<file path="config.mk">
export PLATFORM = sky130hd
export DESIGN_NAME = owo_cordic
export DESIGN_NICKNAME = d
export VERILOG_FILES = /design/src/hdl/owo_pkg.sv /design/src/hdl/owo_cordic.sv
export SDC_FILE = /design/constraint.sdc
export NUM_CORES = 1
export LEC_CHECK = 0
export ABC_CLOCK_PERIOD_IN_PS = 7400
export BUFFER_PORTS_ARGS = -buffer_cell sky130_fd_sc_hd__buf_4
export CAP_MARGIN = 20
export CORE_UTILIZATION = 38
export DETAILED_ROUTE_END_ITERATION = 10
export GPL_TIMING_DRIVEN = 0
export PLACE_DENSITY_LB_ADDON = 0.1
export SLEW_MARGIN = 20
export SYNTH_ARGS = -nofsm -noshare
export SYNTH_HDL_FRONTEND = slang
export SYNTH_SLANG_ARGS = --single-unit
</file>
<file path="constraint.sdc">
create_clock -name clk_i -period 7.4 [get_ports clk_i]
set_input_delay 0.74 -clock clk_i [delete_from_list [all_inputs] [get_ports clk_i]]
set_output_delay 0.74 -clock clk_i [all_outputs]
set_load 0.03 [all_outputs]
</file>
<file path="src/hdl/owo_pkg.sv">
package owo_pkg;

  // shared multiplier operand and product widths
  localparam int MA_W = 35;
  localparam int MB_W = 33;
  localparam int PW   = 68;
  // divider denominator width
  localparam int DEN_W = 33;
  localparam int CORDIC_STEPS = 30;

  localparam logic signed [33:0] CORDIC_GAIN = 34'sd652032875;
  localparam logic signed [33:0] HALF_PI_Q30 = 34'sd1686629713;
  localparam logic signed [33:0] PI_Q30      = 34'sd3373259426;
  localparam longint PI_Q30_L     = 64'sd3373259426;
  localparam longint TWO_PI_Q30_L = 64'sd6746518852;
  // sqrt(2)/4 in Q0.30
  localparam logic signed [MB_W-1:0] K_SQRT2_4 = 33'sd379625062;

  localparam logic [1:0] CFG_WHEEL_SPACING = 2'd0;
  localparam logic [1:0] CFG_SPEED_SCALE   = 2'd1;
  localparam logic [1:0] CFG_SIGN_MASK     = 2'd2;

  typedef enum logic [1:0] {
    OP_SAMPLE    = 2'd0,
    OP_INTEGRATE = 2'd1,
    OP_AVERAGE   = 2'd2,
    OP_LOAD      = 2'd3
  } op_e;

  typedef enum logic [4:0] {
    S_IDLE, S_WMUL, S_WFIX, S_VX, S_VXF, S_VY, S_VYF, S_YAW, S_YAWW, S_ACC,
    S_IMUL, S_IMID, S_WRAP, S_WRAPW, S_WRAPR, S_WRAPC, S_WRAPD, S_COR, S_CORW,
    S_P1, S_P2, S_P3, S_P4, S_P5, S_P6, S_P7, S_P8, S_P9,
    S_AVG, S_AVGW, S_OUT
  } state_e;

  function automatic logic [29:0] atan_f(input logic [4:0] i);
    logic [29:0] r;
    unique case (i)
      5'd0:  r = 30'd843314857;
      5'd1:  r = 30'd497837830;
      5'd2:  r = 30'd263043837;
      5'd3:  r = 30'd133525159;
      5'd4:  r = 30'd67021687;
      5'd5:  r = 30'd33543516;
      5'd6:  r = 30'd16775851;
      5'd7:  r = 30'd8388437;
      5'd8:  r = 30'd4194283;
      5'd9:  r = 30'd2097149;
      default: r = 30'd1 << (5'd30 - i);
    endcase
    return r;
  endfunction

  // round to nearest, ties toward plus infinity
  function automatic logic signed [PW-1:0] rshr(input logic signed [PW-1:0] v,
                                                input int s);
    logic signed [PW-1:0] half;
    half = '0;
    half[s-1] = 1'b1;
    return (v + half) >>> s;
  endfunction

  function automatic logic signed [31:0] sat32(input logic signed [PW-1:0] v);
    logic signed [PW-1:0] mx;
    logic signed [PW-1:0] mn;
    mx = PW'(64'sd2147483647);
    mn = -mx - PW'(64'sd1);
    if (v > mx) return 32'sh7FFF_FFFF;
    if (v < mn) return 32'sh8000_0000;
    return v[31:0];
  endfunction

  function automatic logic signed [39:0] sat40(input logic signed [40:0] v);
    logic signed [40:0] mx;
    logic signed [40:0] mn;
    mx = 41'sd549755813887;
    mn = -mx - 41'sd1;
    if (v > mx) return 40'sh7F_FFFF_FFFF;
    if (v < mn) return 40'sh80_0000_0000;
    return v[39:0];
  endfunction

endpackage

</file>
<file path="src/hdl/owo_cordic.sv">
module owo_cordic import owo_pkg::*; (
  input  logic               clk_i,
  input  logic               rst_ni,
  input  logic               start_i,
  input  logic signed [33:0] angle_i,
  output logic               done_o,
  output logic signed [31:0] cos_o,
  output logic signed [31:0] sin_o
);

  logic               busy_q;
  logic               done_q;
  logic [4:0]         step_q;
  logic               flip_q;
  logic signed [32:0] x_q, x_d;
  logic signed [32:0] y_q, y_d;
  logic signed [33:0] z_q, z_d;
  logic signed [32:0] dx, dy;
  logic signed [33:0] at;
  logic signed [33:0] fold_z;
  logic               fold_flip;

  // fold into plus or minus pi/2, undone by negating the result
  always_comb begin
    fold_z    = angle_i;
    fold_flip = 1'b0;
    if (angle_i > HALF_PI_Q30) begin
      fold_z    = angle_i - PI_Q30;
      fold_flip = 1'b1;
    end else if (angle_i < -HALF_PI_Q30) begin
      fold_z    = angle_i + PI_Q30;
      fold_flip = 1'b1;
    end
  end

  always_comb begin
    dx = y_q >>> step_q;
    dy = x_q >>> step_q;
    at = signed'({4'b0, atan_f(step_q)});
    if (z_q >= 0) begin
      x_d = x_q - dx;
      y_d = y_q + dy;
      z_d = z_q - at;
    end else begin
      x_d = x_q + dx;
      y_d = y_q - dy;
      z_d = z_q + at;
    end
  end

  always_ff @(posedge clk_i or negedge rst_ni) begin
    if (!rst_ni) begin
      busy_q <= 1'b0;
      done_q <= 1'b0;
      step_q <= '0;
    end else begin
      done_q <= 1'b0;
      if (start_i) begin
        busy_q <= 1'b1;
        step_q <= '0;
      end else if (busy_q) begin
        if (step_q == 5'(CORDIC_STEPS - 1)) begin
          busy_q <= 1'b0;
          done_q <= 1'b1;
        end else begin
          step_q <= step_q + 5'd1;
        end
      end
    end
  end

  always_ff @(posedge clk_i) begin
    if (start_i) begin
      x_q    <= 33'(CORDIC_GAIN);
      y_q    <= '0;
      z_q    <= fold_z;
      flip_q <= fold_flip;
    end else if (busy_q) begin
      x_q <= x_d;
      y_q <= y_d;
      z_q <= z_d;
    end
  end

  assign done_o = done_q;
  assign cos_o  = flip_q ? 32'(-x_q) : 32'(x_q);
  assign sin_o  = flip_q ? 32'(-y_q) : 32'(y_q);

endmodule

</file>
==> flow_summary.ini, run 1 <==
[clock_network]
worstSkewPairLatency_ns = 0.42
cts.path.max_buffers = 2
cts_buffers = 9
clk_pin_slew_ns = 0.09
htree_levels = 3
cts_root_buf = clkbuf_16
ctsHoldBuffers = 0
cts_tree = yes
cts_sinks = 108

[worst_setup_path]
cp-endpoint = y_q[29]
r2r_slack_ns = 0.14
startpoint = step_q[2]
r2r_end = y_q[29]
cp_max_fo = 10
worstPathArrival_ns = 7.52
endpoint_kind = register
worstPathRequired_ns = 7.66
path_common_cell = buf_2
crit_slowest_cell = or4b_2
reg2reg_from = step_q[2]
startpoint_type = register
rr_worst_depth = 29
crit_type = register to register
max_stage_delay_ns = 0.62

[yosys]
synth-seq-cells = 108
yosysTopAreaCell = xnor2_1
synth_area_sq_um = 19100
synth_cell_types = 107
synth_edf_count = 35
synth_area_leaders = xnor2_1, ha_1, mux4_2, dfxtp_1, edfxtp_1
synth_nets = 2629
synthFlopType = dfxtp_1
syn_inst = 2480
synth_top_area_share_pct = 8.22
async_flop_share_pct = 6.48
synth_seq_area_share_pct = 13.4
postSynthAreaPerCell_sq_um = 7.69
yosysWarnings = 0

[cells_and_area]
layout.nets = 2735
final_cell_area_sq_um = 21200
layout_common_cells = nand2_1, nor2_1, xnor2_1
fin_util_pct = 43.0
final_common_cell = nand2_1
antenna_cells = 0
drive_gt1_share_pct = 13.6
area_growth_pct = 11.1

[floorplan]
num_rows = 81
io_pins = 102
die_y_um = 226
core_sq_um = 49300
initial_core_util_pct = 38.7
die_w_um = 226
fp.dieArea_sq_um = 51100

[timing]
max_slew_margin_pct = 17.6
skew_ns = 0.0226
whs_ns = 0.129
hold_violations = 0
tightest_slew_ns = 1.23
timing.final.crit_share_pct = 98.1
setup_viol = 0
max_freq_mhz = 138
fin_crit_ns = 7.26
drv_slew = 0
finalWorstSetupSlack_ns = 0.143

[status]
status = finished clean

[power]
p_leak_nw = 8.74
power_density_nw_per_um2 = 583
total_power_mw = 12.4
ir_worst_vdd_mv = 0.454

[hold_path]
hold_path.class = input pin to async pin

[place]
place_area_sq_um = 20600
place_congestion = 1.05
place_ws_ns = -1.05
numPortBuffers = 85
dp_hpwl_mm = 77.9

[global_route]
grt_pass1_vias = 19502
grt_max_degree = 31
gr-total-overflow = 0
grt_first_pass_wirelength_mm = 140
grt_use_total_pct = 38.5
antenna_found_initial = 3

[routing]
wirelength_mm = 99.7
ant_nets = 0
drc = 0
wl_per_cell_um = 30.6
vias = 21195
firstDrtPassIters = 6
first_iter_violations = 2400
via_per_inst = 6.51

[run]
cap_violations = 0
## cells by family (layout without fill, tap and decap cells)
logic type               after synthesis  in the layout  synth area share [%]
AO/OA/AOI/OAI                        770            770                  26.9
XOR/XNOR                             268            268                  12.3
adder cells (fa/ha/maj)              112            112                  7.47
buffers and inverters                260            371                  5.96
flip-flops                           108            108                  13.4
multiplexers                         186            186                  14.5
AND/OR/NAND/NOR                      776            776                  19.5
## worst min-delay path by stage
stage	endpoint	slack, ns
3_3_place_gp	done_o	0.57
3_5_place_dp	done_o	0.57
6_report	done_o	0.13
4_1_cts	done_o	0.11
5_1_grt	done_o	0.13
2_1_floorplan	busy_q	0.44
## layer usage
metal	global-route usage (%)	wire, um
met5	0	43
met4	16.3	4440
met3	11.4	10400
met2	55.3	40900
met1	52.9	43900
## sequential cells by signal (all words and copies together) (netlist names)
name    cells
flip_q      1
x_q        33
step_q      5
done_o      1
y_q        33
z_q        34
busy_q      1
## what timing repair did
item | 4_1_cts | 5_1_grt
gates resized for setup | 43 | 33
endpoints found under the hold margin | 0 | 0
pin swaps | 2 | 6
setup buffers | 3 | 7
setup endpoints to repair | 32 | 17
## Yosys cell counts, drive strengths merged, types with 7 or more instances
library cell,number
dfxtp,66
o31ai,34
nor4,12
a21oi,168
ha,109
a211oi,33
o21bai,17
nand2,267
xnor2,179
and3,17
a22oi,15
nand4,16
or4,12
a221o,8
a221oi,16
nor3b,9
a31oi,44
dfrtp,7
a31o,7
xor2,89
or3,29
a21o,72
buf,68
o211ai,17
o21a,20
or2,22
o41ai,11
and2,24
o22ai,23
nor2,202
nor3,32
a21boi,12
inv,63
clkbuf,128
o21ai,173
mux2i,79
edfxtp,35
mux4,66
nor2b,21
nand2b,41
a211o,15
o221ai,12
mux2,41
nand3,49
## stage by stage
stage / std cells / setup TNS (ns)
after floorplan: 2480 / 0
after global placement: 3229 / -13.02
after detailed placement: 3231 / -13.17
after CTS: 3248 / 0
after global routing: 3255 / -0.0547
final: 3255 / 0
## cell type report
cell class | count | area [sq um]
Sequential cell | 108 | 2550
Timing Repair Buffer | 98 | 756
Tap cell | 664 | 831
Clock inverter | 7 | 58.8
Fill cell | 5184 | 28100
Clock buffer | 9 | 225
Buffer | 193 | 977
Multi-Input combinational cell | 2112 | 15500
Inverter | 64 | 244
## power breakdown
part / switching [mW] / leakage [nW] / internal (mW)
clock: 0.302 / 0.135 / 0.236
combinational: 6.35 / 7.60 / 4.26
sequential: 0.253 / 1.01 / 0.953
## critical path: cells and delay by family, from the launching register on
family,cells,cell delay [ns]
AO/OA/AOI/OAI,11,2.34
buffers and inverters,6,1.66
AND/OR/NAND/NOR,8,1.48
XOR/XNOR,2,0.65
adder cells (fa/ha/maj),2,0.60
flip-flops,1,0.36
Power figures use the tool's default switching activity.
==> inputs of run 2 (changes only) <==
--- a/config.mk
+++ b/config.mk
@@ -6,10 +6,10 @@
 export NUM_CORES = 1
 export LEC_CHECK = 0
 export ABC_CLOCK_PERIOD_IN_PS = 7400
-export BUFFER_PORTS_ARGS = -buffer_cell sky130_fd_sc_hd__buf_4
 export CAP_MARGIN = 20
 export CORE_UTILIZATION = 38
 export DETAILED_ROUTE_END_ITERATION = 10
+export DONT_BUFFER_PORTS = 1
 export GPL_TIMING_DRIVEN = 0
 export PLACE_DENSITY_LB_ADDON = 0.1
 export SLEW_MARGIN = 20
==> constraint.sdc (replaced) <==
create_clock -name clk_i -period 7.4 [get_ports clk_i]
set_input_delay 0.37 -clock clk_i [delete_from_list [all_inputs] [get_ports clk_i]]
set_output_delay 0.37 -clock clk_i [all_outputs]
set_load 0.03 [all_outputs]
==> flow_summary.ini, run 2 (synthesized netlist as in run 1, its figures left out) <==
[power]
ir_worst_vdd_mv = 0.447
power_density_nw_per_um2 = 589
p_leak_nw = 8.36

[global_route]
gr-usage-met1_pct = 53.8
gr-total-overflow = 0
grt_use_total_pct = 38.4
grt_first_pass_wirelength_mm = 139
grt_max_degree = 31
grt_pass1_vias = 18848
busiest_layer = met2
grt_util_met2_pct = 56.0
met3_usage_pct = 9.93
antenna_found_initial = 0

[place]
place_congestion = 1.06
dp_cells = 3145
place_ws_ns = -0.741
dp_hpwl_mm = 78.3
numPortBuffers = 0

[clock_network]
cts_tree = yes
cts_root_buf = clkbuf_16
clk_pin_slew_ns = 0.09
worstSkewPairLatency_ns = 0.44
cts.path.max_buffers = 2
cts_buffers = 9
htree_levels = 3
cts_sinks = 108

[cells_and_area]
fillCellCount = 5205
final_common_cell = nand2_1
area_growth_pct = 7.89
largest-register = z_q
layout.nets = 2649
drive_gt1_share_pct = 10.9
layoutNonFillerInstCount = 3173
layout_common_cells = nand2_1, nor2_1, xnor2_1
largest_reg_flops = 34
top_regs = z_q (34), x_q (33), y_q (33)

[floorplan]
die_y_um = 226
num_rows = 81
initial_core_util_pct = 38.7
fp.dieArea_sq_um = 51100
io_pins = 102
die_w_um = 226
core_sq_um = 49300

[routing]
drc = 0
firstDrtPassIters = 5
wl_per_cell_um = 31.3
wirelength_mm = 99.3
vias = 20823
ant_nets = 0
via_per_inst = 6.56
first_iter_violations = 2088

[timing]
fin_crit_ns = 7.27
finalWorstSetupSlack_ns = 0.133
setup_viol = 0
timing.final.crit_share_pct = 98.2
skew_ns = 0.0227
drv_slew = 0
tightest_slew_ns = 1.22
max_freq_mhz = 138
max_slew_margin_pct = 18.6
whs_ns = 0.0599
hold_violations = 0

[worst_setup_path]
crit_type = register to register
crit_slowest_cell = or4b_2
startpoint = step_q[2]
worstPathRequired_ns = 7.74
max_stage_delay_ns = 0.61
worstPathArrival_ns = 7.61
startpoint_type = register
endpoint_kind = register
cp_max_fo = 10
reg2reg_from = step_q[2]

[status]
status = finished clean

[hold_path]
hold_start = start_i
hold_path.class = input pin to register

[run]
cap_violations = 0
==> run 2: cell count changes in the layout (fill, tap and decap cells not counted), moves of 2 or more <==
cell	change
buf_4	-81
diode_2	+4
buf_8	-3
clkbuf_1	-3
inv_6	+3
a21boi_2	-2
clkinvlp_4	-2
dfrtp_1	-2
dfrtp_2	+2
inv_8	-2
mux2i_2	+2
o21ai_1	-2
==> run 2: final cells by class <==
type | instances | area (sq um) | area share [%]
inverters | 64 | 246 | 1.20
well taps | 664 | 831 | 4.04
multi-input cells | 2112 | 15500 | 75.5
repair buffers | 17 | 143 | 0.693
flip-flops and latches | 108 | 2550 | 12.4
clock inverters | 7 | 92.6 | 0.450
diodes | 4 | 10.0 | 0.0487
plain buffers | 188 | 950 | 4.62
clock buffers | 9 | 225 | 1.09
==> run 2: what timing repair did <==
action                                 4_1_cts  5_1_grt
hold buffers                                 1        0
setup endpoints to repair                   25       22
endpoints found under the hold margin        7        0
resized for setup                           34       43
buffers inserted                             0       15
pin swaps                                    1        6
==> run 2: critical path: cells and delay by family (launching register included) <==
family                   cells  cell delay (ns)
AO/OA/AOI/OAI                8             1.94
XOR/XNOR                     2             0.38
adder cells (fa/ha/maj)      2             0.58
buffers and inverters        5             1.32
flip-flops                   1             0.33
multiplexers                 2             0.84
AND/OR/NAND/NOR              6             1.79
==> run 2: where the power goes <==
| part | internal, mW | switching (mW) |
|---|---|---|
| clock | 0.273 | 0.312 |
| sequential | 0.953 | 0.257 |
| combinational | 4.03 | 6.30 |
| total | 5.25 | 6.87 |
==> run 2: routing by layer <==
metal,vias up,routed length [um]
met5,-,0
met4,0,3690
met3,169,9660
met2,1114,41500
met1,10333,44400
li1,9207,-
==> run 2: path summary, 6_finish.rpt <==
check | end | slack (ns) | depth (start not counted)
max | y_q[29] | 0.13 | 25
max in group asynchronous | step_q[1] | 6.78 | 1
max reg2reg | y_q[29] | 0.13 | 25
min reg2reg | x_q[0] | 0.64 | 2
min | flip_q | 0.06 | 0
min in group asynchronous | done_o | 0.30 | 1
==> run 2: metrics by stage <==
stage / util [%] / power, mW / cell area, sq um / setup TNS [ns]
CTS: 41.3 / 11.8 / 20300 / 0
detailed placement: 40.5 / 11.1 / 19900 / -9.01
finish: 41.8 / 12.1 / 20600 / 0
floorplan: - / 8.68 / 19100 / 0
global placement: 40.4 / 11.0 / 19900 / -8.99
global route: 41.7 / 13.0 / 20600 / -0.0231
