File: config.mk
export PLATFORM = sky130hd
export DESIGN_NAME = owo_div
export DESIGN_NICKNAME = d
export VERILOG_FILES = /design/src/hdl/owo_pkg.sv /design/src/hdl/owo_div.sv
export SDC_FILE = /design/constraint.sdc
export NUM_CORES = 1
export LEC_CHECK = 0
export ABC_CLOCK_PERIOD_IN_PS = 3600
export BUFFER_PORTS_ARGS = -buffer_cell sky130_fd_sc_hd__buf_2
export CAP_MARGIN = 20
export CORE_MARGIN = 2
export CORE_UTILIZATION = 40
export CTS_CLUSTER_DIAMETER = 150
export DETAILED_ROUTE_END_ITERATION = 12
export GPL_ROUTABILITY_DRIVEN = 1
export SYNTH_ARGS = -nofsm -noshare
export SYNTH_HDL_FRONTEND = slang
export SYNTH_SLANG_ARGS = --single-unit
File: constraint.sdc
create_clock -name clk_i -period 3.6 [get_ports clk_i]
set_clock_uncertainty 0.15 [all_clocks]
set_input_delay 0.54 -clock clk_i [delete_from_list [all_inputs] [get_ports clk_i]]
set_output_delay 0.54 -clock clk_i [all_outputs]
set_load 0.005 [all_outputs]
File: src/hdl/owo_pkg.sv
package owo_pkg;

  // shared multiplier operand and product widths
  localparam int MA_W = 35;
  localparam int MB_W = 33;
  localparam int PW   = 68;
  // divider denominator width
  localparam int DEN_W = 33;
  localparam int CORDIC_STEPS = 30;

  localparam logic signed [33:0] CORDIC_GAIN = 34'sd652032875;
  localparam logic signed [33:0] HALF_PI_Q30 = 34'sd1686629713;
  localparam logic signed [33:0] PI_Q30      = 34'sd3373259426;
  localparam longint PI_Q30_L     = 64'sd3373259426;
  localparam longint TWO_PI_Q30_L = 64'sd6746518852;
  // sqrt(2)/4 in Q0.30
  localparam logic signed [MB_W-1:0] K_SQRT2_4 = 33'sd379625062;

  localparam logic [1:0] CFG_WHEEL_SPACING = 2'd0;
  localparam logic [1:0] CFG_SPEED_SCALE   = 2'd1;
  localparam logic [1:0] CFG_SIGN_MASK     = 2'd2;

  typedef enum logic [1:0] {
    OP_SAMPLE    = 2'd0,
    OP_INTEGRATE = 2'd1,
    OP_AVERAGE   = 2'd2,
    OP_LOAD      = 2'd3
  } op_e;

  typedef enum logic [4:0] {
    S_IDLE, S_WMUL, S_WFIX, S_VX, S_VXF, S_VY, S_VYF, S_YAW, S_YAWW, S_ACC,
    S_IMUL, S_IMID, S_WRAP, S_WRAPW, S_WRAPR, S_WRAPC, S_WRAPD, S_COR, S_CORW,
    S_P1, S_P2, S_P3, S_P4, S_P5, S_P6, S_P7, S_P8, S_P9,
    S_AVG, S_AVGW, S_OUT
  } state_e;

  function automatic logic [29:0] atan_f(input logic [4:0] i);
    logic [29:0] r;
    unique case (i)
      5'd0:  r = 30'd843314857;
      5'd1:  r = 30'd497837830;
      5'd2:  r = 30'd263043837;
      5'd3:  r = 30'd133525159;
      5'd4:  r = 30'd67021687;
      5'd5:  r = 30'd33543516;
      5'd6:  r = 30'd16775851;
      5'd7:  r = 30'd8388437;
      5'd8:  r = 30'd4194283;
      5'd9:  r = 30'd2097149;
      default: r = 30'd1 << (5'd30 - i);
    endcase
    return r;
  endfunction

  // round to nearest, ties toward plus infinity
  function automatic logic signed [PW-1:0] rshr(input logic signed [PW-1:0] v,
                                                input int s);
    logic signed [PW-1:0] half;
    half = '0;
    half[s-1] = 1'b1;
    return (v + half) >>> s;
  endfunction

  function automatic logic signed [31:0] sat32(input logic signed [PW-1:0] v);
    logic signed [PW-1:0] mx;
    logic signed [PW-1:0] mn;
    mx = PW'(64'sd2147483647);
    mn = -mx - PW'(64'sd1);
    if (v > mx) return 32'sh7FFF_FFFF;
    if (v < mn) return 32'sh8000_0000;
    return v[31:0];
  endfunction

  function automatic logic signed [39:0] sat40(input logic signed [40:0] v);
    logic signed [40:0] mx;
    logic signed [40:0] mn;
    mx = 41'sd549755813887;
    mn = -mx - 41'sd1;
    if (v > mx) return 40'sh7F_FFFF_FFFF;
    if (v < mn) return 40'sh80_0000_0000;
    return v[39:0];
  endfunction

endpackage

File: src/hdl/owo_div.sv
module owo_div import owo_pkg::*; #(
  parameter int NUM_W = 50
) (
  input  logic             clk_i,
  input  logic             rst_ni,
  input  logic             start_i,
  input  logic [NUM_W-1:0] num_i,
  input  logic [DEN_W-1:0] den_i,
  output logic             done_o,
  output logic [NUM_W-1:0] quo_o
);

  localparam int CW = $clog2(NUM_W + 1);

  logic [CW-1:0]    cnt_q;
  logic             busy_q;
  logic             done_q;
  logic [NUM_W-1:0] quo_q;
  logic [DEN_W-1:0] rem_q;
  logic [DEN_W-1:0] den_q;
  logic [DEN_W:0]   trial;
  logic [DEN_W:0]   diff;
  logic             take;

  // one restoring step per cycle
  always_comb begin
    trial = {rem_q, quo_q[NUM_W-1]};
    diff  = trial - {1'b0, den_q};
    take  = trial >= {1'b0, den_q};
  end

  always_ff @(posedge clk_i or negedge rst_ni) begin
    if (!rst_ni) begin
      busy_q <= 1'b0;
      done_q <= 1'b0;
      cnt_q  <= '0;
    end else begin
      done_q <= 1'b0;
      if (start_i) begin
        busy_q <= 1'b1;
        cnt_q  <= CW'(NUM_W);
      end else if (busy_q) begin
        cnt_q <= cnt_q - CW'(1);
        if (cnt_q == CW'(1)) begin
          busy_q <= 1'b0;
          done_q <= 1'b1;
        end
      end
    end
  end

  always_ff @(posedge clk_i) begin
    if (start_i) begin
      quo_q <= num_i;
      rem_q <= '0;
      den_q <= den_i;
    end else if (busy_q) begin
      quo_q <= {quo_q[NUM_W-2:0], take};
      rem_q <= take ? diff[DEN_W-1:0] : trial[DEN_W-1:0];
    end
  end

  assign done_o = done_q;
  assign quo_o  = quo_q;

endmodule

==> summary.md, run 1 <==
| Metric | Value |
|---|---|
| Hold Fails Final Rpt | `0` |
| Synth async-reset ratio | `6.45%` |
| Critical Path End Type | `register` |
| Wire length on met3 | `1070 um` |
| Worst Hold Path EP | `den_q[24]$_DFFE_PP_` |
| Max-slew violations | `0` |
| Final hold slack | `139 ps` |
| Synthesized flop and latch total | `124` |
| Routed vias/inst | `5.32` |
| FP Rows | `48` |
| Top Metal Used | `met4` |
| Area share of the leading cell type in the synthesized netlist | `35.6%` |
| DRT met1 WL | `6900 um` |
| Post-route ant nets | `0` |
| Vert. Die Dim | `136 um` |
| Mean area per synthesized cell | `11.2 sq um` |
| Clock Latency Late Sink | `420 ps` |
| Cell accounting for the most synthesized area | `edfxtp_1` |
| Register area share after synthesis | `47.9%` |
| Ys flop type | `edfxtp_1` |
| CTS tree | `built` |
| Hold Path Class | `input port to register` |
| Worst-path fanout max | `17` |
| Fillers | `1617` |
| Clk sinks | `124` |
| Number of synthesized flops with an enable pin | `83` |
| Post-route setup slack | `226 ps` |
| Fin crit period | `3370 ps` |
| Drt initial violations | `325` |
| Pleak | `3.61 nW` |
| H-tree levels | `4` |
| Slew headroom | `51.2%` |
| CP Launch Type | `register` |
| Maximum Capacitance Violations | `0` |
| Mapped Cells | `624` |
| Die ar. | `18600 sq um` |
| Via count | `5316` |
| Worst R2R Start | `quo_o[49]$_DFFE_PP_` |
| TNS Setup | `0 ps` |
| CTS max path bufs | `2` |
| CTS buffer count | `17` |
| Outcome | `finished, final reports clean` |
| Drt pass-1 iters | `5` |
| Core area | `17200 sq um` |
| Worst flop-to-flop path endpoint | `rem_q[15]$_SDFFE_PP0P_` |
| Place WS | `252 ps` |
| Placed cell areas | `7880 sq um` |
| Starting density of the core | `40.6%` |
| Worst Setup Path Type | `register to register` |
| Post-detail-place hpwl | `11400 um` |
| Final wirelength | `15900 um` |
| IO buf count | `136` |
| Dpl cells | `966` |
| Peak VDD IR | `0.449 mV` |
| GR Util All Layers | `17.8%` |
| Syn nets | `746` |
| Post-Syn Area | `7010 sq um` |
| Worst hold stages | `1` |
| Commonest cells post-synth | `edfxtp_1 (83), mux2_2 (51), nor2_1 (46)` |
| Vias in the first global route | `5293` |
| Reg2Reg Depth | `13` |
| Setup Viol. Count Final | `0` |
| Grt total ovfl | `0` |
| FF-to-FF setup slack | `230 ps` |
| Most frequent cell after synthesis | `edfxtp_1` |
| Clock root buffer | `clkbuf_16` |
| Placer congestion estimate | `0.889` |
| Post-CTS Setup Repair Bufs | `0` |
| Fin nets | `883` |
| Pwr Density | `706 nW/um^2` |
| RSZ-0062 raised after global routing | `no` |
| Die Width | `136 um` |
| Beginning of the worst hold path | `den_i[24]` |
| Initial antenna violation count | `1` |
| DRC viols | `0` |
| Largest net degree at the start of global routing | `42` |
| WL met2 | `7650 um` |
| Critical Path AT | `3540 ps` |
| Io pins | `137` |
| Crit path required time | `3770 ps` |
| Distinct cells, synth | `72` |
| Worst-margin pin slew | `728 ps` |
| Syn. warnings | `0` |
| Leading post-synthesis cells by cell area | `edfxtp_1 (36%), dfxtp_1 (9.4%), mux2_2 (8.2%), ha_1 (6.3%), dfrtp_1 (2.9%)` |
| Final period utilization | `93.7%` |
| Highest clock rate | `0.296 GHz` |
| Share of cells above drive strength 1 | `32.2%` |
| Fin cells | `1000` |
| Area Growth Syn to Fin | `20.7%` |
| Global-route wire length before repair | `25800 um` |
| Clk slew on worst S/H paths | `60 ps` |
| Final Instance Area | `8460 sq um` |
| Detailed-route wire length per cell | `15.9 um` |
## area by class of cell
class                           count  area [sq um]  share of cell area [%]
Antenna cell                        1          2.50                  0.0296
Inverter                           42           158                    1.86
Tap cell                          225           282                    3.33
Clock buffer                       19           443                    5.24
Sequential cell                   124          3350                    39.7
Timing Repair Buffer              147           781                    9.23
Clock inverter                     13           110                    1.30
Multi-Input combinational cell    429          3330                    39.3
## sequential cells by signal, summed over array words and instances (netlist names)
| name | cells |
|---|---|
| quo_o | 50 |
| rem_q | 33 |
| busy_q | 1 |
| den_q | 33 |
| cnt_q | 6 |
| done_o | 1 |
## worst max-delay path, cell delays in order, from the launching register on
cell and delay (ps):
edfxtp_1 380, inv_1 90, ha_1 180, inv_1 60
fa_1 450, a211oi_1 270, o21bai_1 160, a32oi_2 210
a21o_2 210, a21oi_4 80, or2_1 340, buf_4 270
mux2i_1 150, a211oi_1 270
## stage by stage
step | total power [W] | util [%]
final | 0.00597 | 49.1
after floorplan | 0.00388 | -
after CTS | 0.00600 | 49.0
after global routing | 0.00636 | 49.0
after detailed placement | 0.00436 | 45.7
after global placement | 0.00430 | 45.7
## logic make-up (layout without fill, tap and decap cells)
group | count (synthesis) | in the layout | share of synthesized area (%)
fa+ha+maj | 36 | 36 | 6.54
other cells | 0 | 1 | 0
mux | 69 | 69 | 10.8
buf+inv | 71 | 221 | 4.77
flops | 124 | 124 | 47.9
xor+xnor | 30 | 30 | 3.75
simple gates | 144 | 144 | 10.7
compound gates | 150 | 150 | 15.6
## metal layers
layer  track usage (%)  vias to the layer above
met4              6.83                        0
li1                  -                     2626
met5                 0                        -
met3              5.48                       25
met2              29.5                      159
met1              21.9                     2506
## cells in the final DEF (no fill, tap or decap), types with 8 or more instances in the layout
master     netlist  final
buf_2            4    135
edfxtp_1        83     83
mux2_2          51     51
nor2_1          46     46
inv_1           42     41
ha_1            35     35
dfxtp_1         33     33
a21oi_1         29     29
nand2_1         29     29
o21ai_0         26     26
a211oi_1        24     24
xnor2_1         18     18
mux2i_1         18     18
clkbuf_16        0     17
a21o_1          14     14
xor2_1          12     12
nand4_1         10     10
buf_4            0     10
nand3_1          9      9
nor3_1           8      8
nor3b_1          8      8
## how the worst max path moves through the flow
stage	to	startpoint
floorplan	quo_o[0]$_DFFE_PP_	quo_o[49]$_DFFE_PP_
global placement	rem_q[15]$_SDFFE_PP0P_	quo_o[49]$_DFFE_PP_
detailed placement	rem_q[8]$_SDFFE_PP0P_	quo_o[49]$_DFFE_PP_
CTS	rem_q[15]$_SDFFE_PP0P_	quo_o[49]$_DFFE_PP_
global route	rem_q[8]$_SDFFE_PP0P_	quo_o[49]$_DFFE_PP_
finish	rem_q[15]$_SDFFE_PP0P_	quo_o[49]$_DFFE_PP_
## report_power, final
group	total, W	switching [W]	internal (W)
clock network	0.00161	0.000691	0.000915
registers	0.00198	0.000184	0.00180
logic	0.00238	0.00131	0.00107
## timing repair
item	CTS	global route
gates resized for setup	0	1
setup endpoints to repair	0	8
endpoints found under the hold margin	8	0
hold buffers	1	0
No activity file was read; power rests on OpenSTA's default activity.
==> inputs of run 2 (changes only) <==
CORE_UTILIZATION = 55   (was 40)
PLACE_DENSITY = 0.8   (was not set)
==> summary.md, run 2 (synthesis gave the netlist of run 1 again) <==
| Metric | Value |
|---|---|
| Post-CTS Setup Repair Bufs | `0` |
| Largest net degree at the start of global routing | `77` |
| Switch Pwr | `0.00212 W` |
| Critical Path End Type | `register` |
| Crit path required time | `3770 ps` |
| Hold Path Class | `input port to register` |
| Fin crit period | `3290 ps` |
| Global-route wire length before repair | `25100 um` |
| Fin nets | `881` |
| Clk sinks | `124` |
| GR Util All Layers | `23.8%` |
| Commonest cells after routing, fill and taps aside | `buf_2 (135), edfxtp_1 (83), mux2_2 (51)` |
| Highest clock rate | `0.304 GHz` |
| Vias in the first global route | `5402` |
| Drt initial violations | `373` |
| CTS buffer count | `17` |
| Hold Fails Final Rpt | `0` |
| Io pins | `137` |
| Placer congestion estimate | `0.892` |
| Die ar. | `13700 sq um` |
| Pint | `0.00395 W` |
| Area of the multi-input gates | `3330 sq um` |
| Worst-margin pin slew | `1050 ps` |
| Clock root buffer | `clkbuf_16` |
| Core area | `12500 sq um` |
| Critical Path AT | `3460 ps` |
| Detailed-route wire length per cell | `16.5 um` |
| Worst Setup Path Type | `register to register` |
| Clk slew on worst S/H paths | `60 ps` |
| Outcome | `finished, final reports clean` |
| Flop pwr share | `32.8%` |
| Maximum Capacitance Violations | `0` |
| Final wirelength | `15600 um` |
| Ant diodes | `0` |
| Setup Viol. Count Final | `0` |
| Post-route ant nets | `0` |
| CTS max path bufs | `2` |
| Via count | `5380` |
| Switching share of power | `34.9%` |
| Vert. Die Dim | `117 um` |
| IO buf count | `136` |
| Drt pass-1 iters | `5` |
| FP Rows | `41` |
| CTS tree | `built` |
| Max reg flops | `50` |
| Max-slew violations | `0` |
| Worst-path fanout max | `16` |
| DRC viols | `0` |
| Peak VDD IR | `0.373 mV` |
| Starting density of the core | `56.0%` |
| Routed vias/inst | `5.70` |
| TNS Setup | `0 ps` |
| Clk pwr share | `28.1%` |
| Initial antenna violation count | `0` |
| Comb pwr share | `39.1%` |
| Pleak | `3.61 nW` |
| RSZ-0062 raised after global routing | `no` |
| Fillers | `953` |
| Die Width | `117 um` |
| Pwr Density | `722 nW/um^2` |
| Clock Latency Late Sink | `430 ps` |
| Area Growth Syn to Fin | `20.0%` |
| Post-layout util | `67.1%` |
| Most common cell after layout, fill and taps aside | `buf_2` |
| Post-detail-place hpwl | `10900 um` |
| CP Launch Type | `register` |
| Grt total ovfl | `0` |
| Final period utilization | `91.4%` |
| Slew headroom | `29.9%` |
| Share of cells above drive strength 1 | `31.7%` |
| Sequential Area | `3350 sq um` |
| H-tree levels | `4` |
[run 2: cell types whose count changed in the layout (fill, tap and decap cells not counted), sizes merged]
cell	before	now
diode	1	0
buf	146	144
inv	48	43
clkinv	5	6
bufinv	0	3
clkbuf	19	20
[run 2: power by group through the flow]
stage | Clock, W | Sequential, W | Combinational, W
after floorplan | 0 | 0.00196 | 0.00192
after CTS | 0.00173 | 0.00199 | 0.00235
after detailed placement | 0 | 0.00201 | 0.00233
after global routing | 0.00179 | 0.00202 | 0.00261
after global placement | 0 | 0.00199 | 0.00228
final | 0.00171 | 0.00199 | 0.00238
[run 2: path summary, 6_finish.rpt]
kind | start | to | slack, ps | depth (start not counted)
worst max-delay path | quo_o[49]$_DFFE_PP_ | rem_q[12]$_SDFFE_PP0P_ | 310 | 13
worst min-delay path | den_i[31] | den_q[31]$_DFFE_PP_ | 130 | 1
worst max register to register | quo_o[49]$_DFFE_PP_ | rem_q[12]$_SDFFE_PP0P_ | 310 | 13
worst min register to register | rem_q[6]$_SDFFE_PP0P_ | rem_q[6]$_SDFFE_PP0P_ | 360 | 2
max in group asynchronous | rst_ni | busy_q$_DFF_PN0_ | 2710 | 2
min in group asynchronous | rst_ni | cnt_q[3]$_DFFE_PN0P_ | 380 | 2
[run 2: final cells by class]
| type | count | area share, % |
|---|---|---|
| Tap cell | 172 | 2.56 |
| Inverter | 42 | 1.88 |
| Sequential cell | 124 | 39.9 |
| Timing Repair Buffer | 145 | 9.11 |
| Clock inverter | 12 | 1.74 |
| Multi-Input combinational cell | 429 | 39.6 |
| Clock buffer | 20 | 5.20 |
[run 2: timing repair]
action / in CTS / in global routing
endpoints found under the setup margin: 0 / 14
hold endpoints to repair: 8 / 0
hold buffers: 1 / 0
gates resized for setup: 0 / 2
[run 2: metal layers]
layer	share of wire (%)	vias to the layer above	global-route usage [%]	wire length [um]
li1	-	2626	-	-
met1	43	2543	28.5	6750
met2	48	176	39.7	7500
met3	6.5	35	7.93	1020
met4	2.2	0	9.88	348
met5	0	-	0	0
[run 2: metrics by stage]
step           setup slack [ps]  hold slack, ps  std cells  area [sq um]  power (W)
3_3_place_gp                374             241        911          7800    0.00428
5_1_grt                    35.4             120        944          8400    0.00643
6_report                    310             134        944          8400    0.00607
3_5_place_dp                234             245        911          7800    0.00433
4_1_cts                     125             118        944          8390    0.00607
2_1_floorplan               479            94.4        624          7010    0.00388
[run 2: worst max-delay path, cell delays in order (launching register included)]
cell and delay, ps:
edfxtp_1 380, inv_1 80, ha_1 160, inv_1 60
fa_1 430, a211oi_1 250, o21bai_1 150, a32oi_2 210
a21o_2 230, a21oi_4 90, or2_4 310, buf_4 230
mux2i_1 150, a211oi_1 290
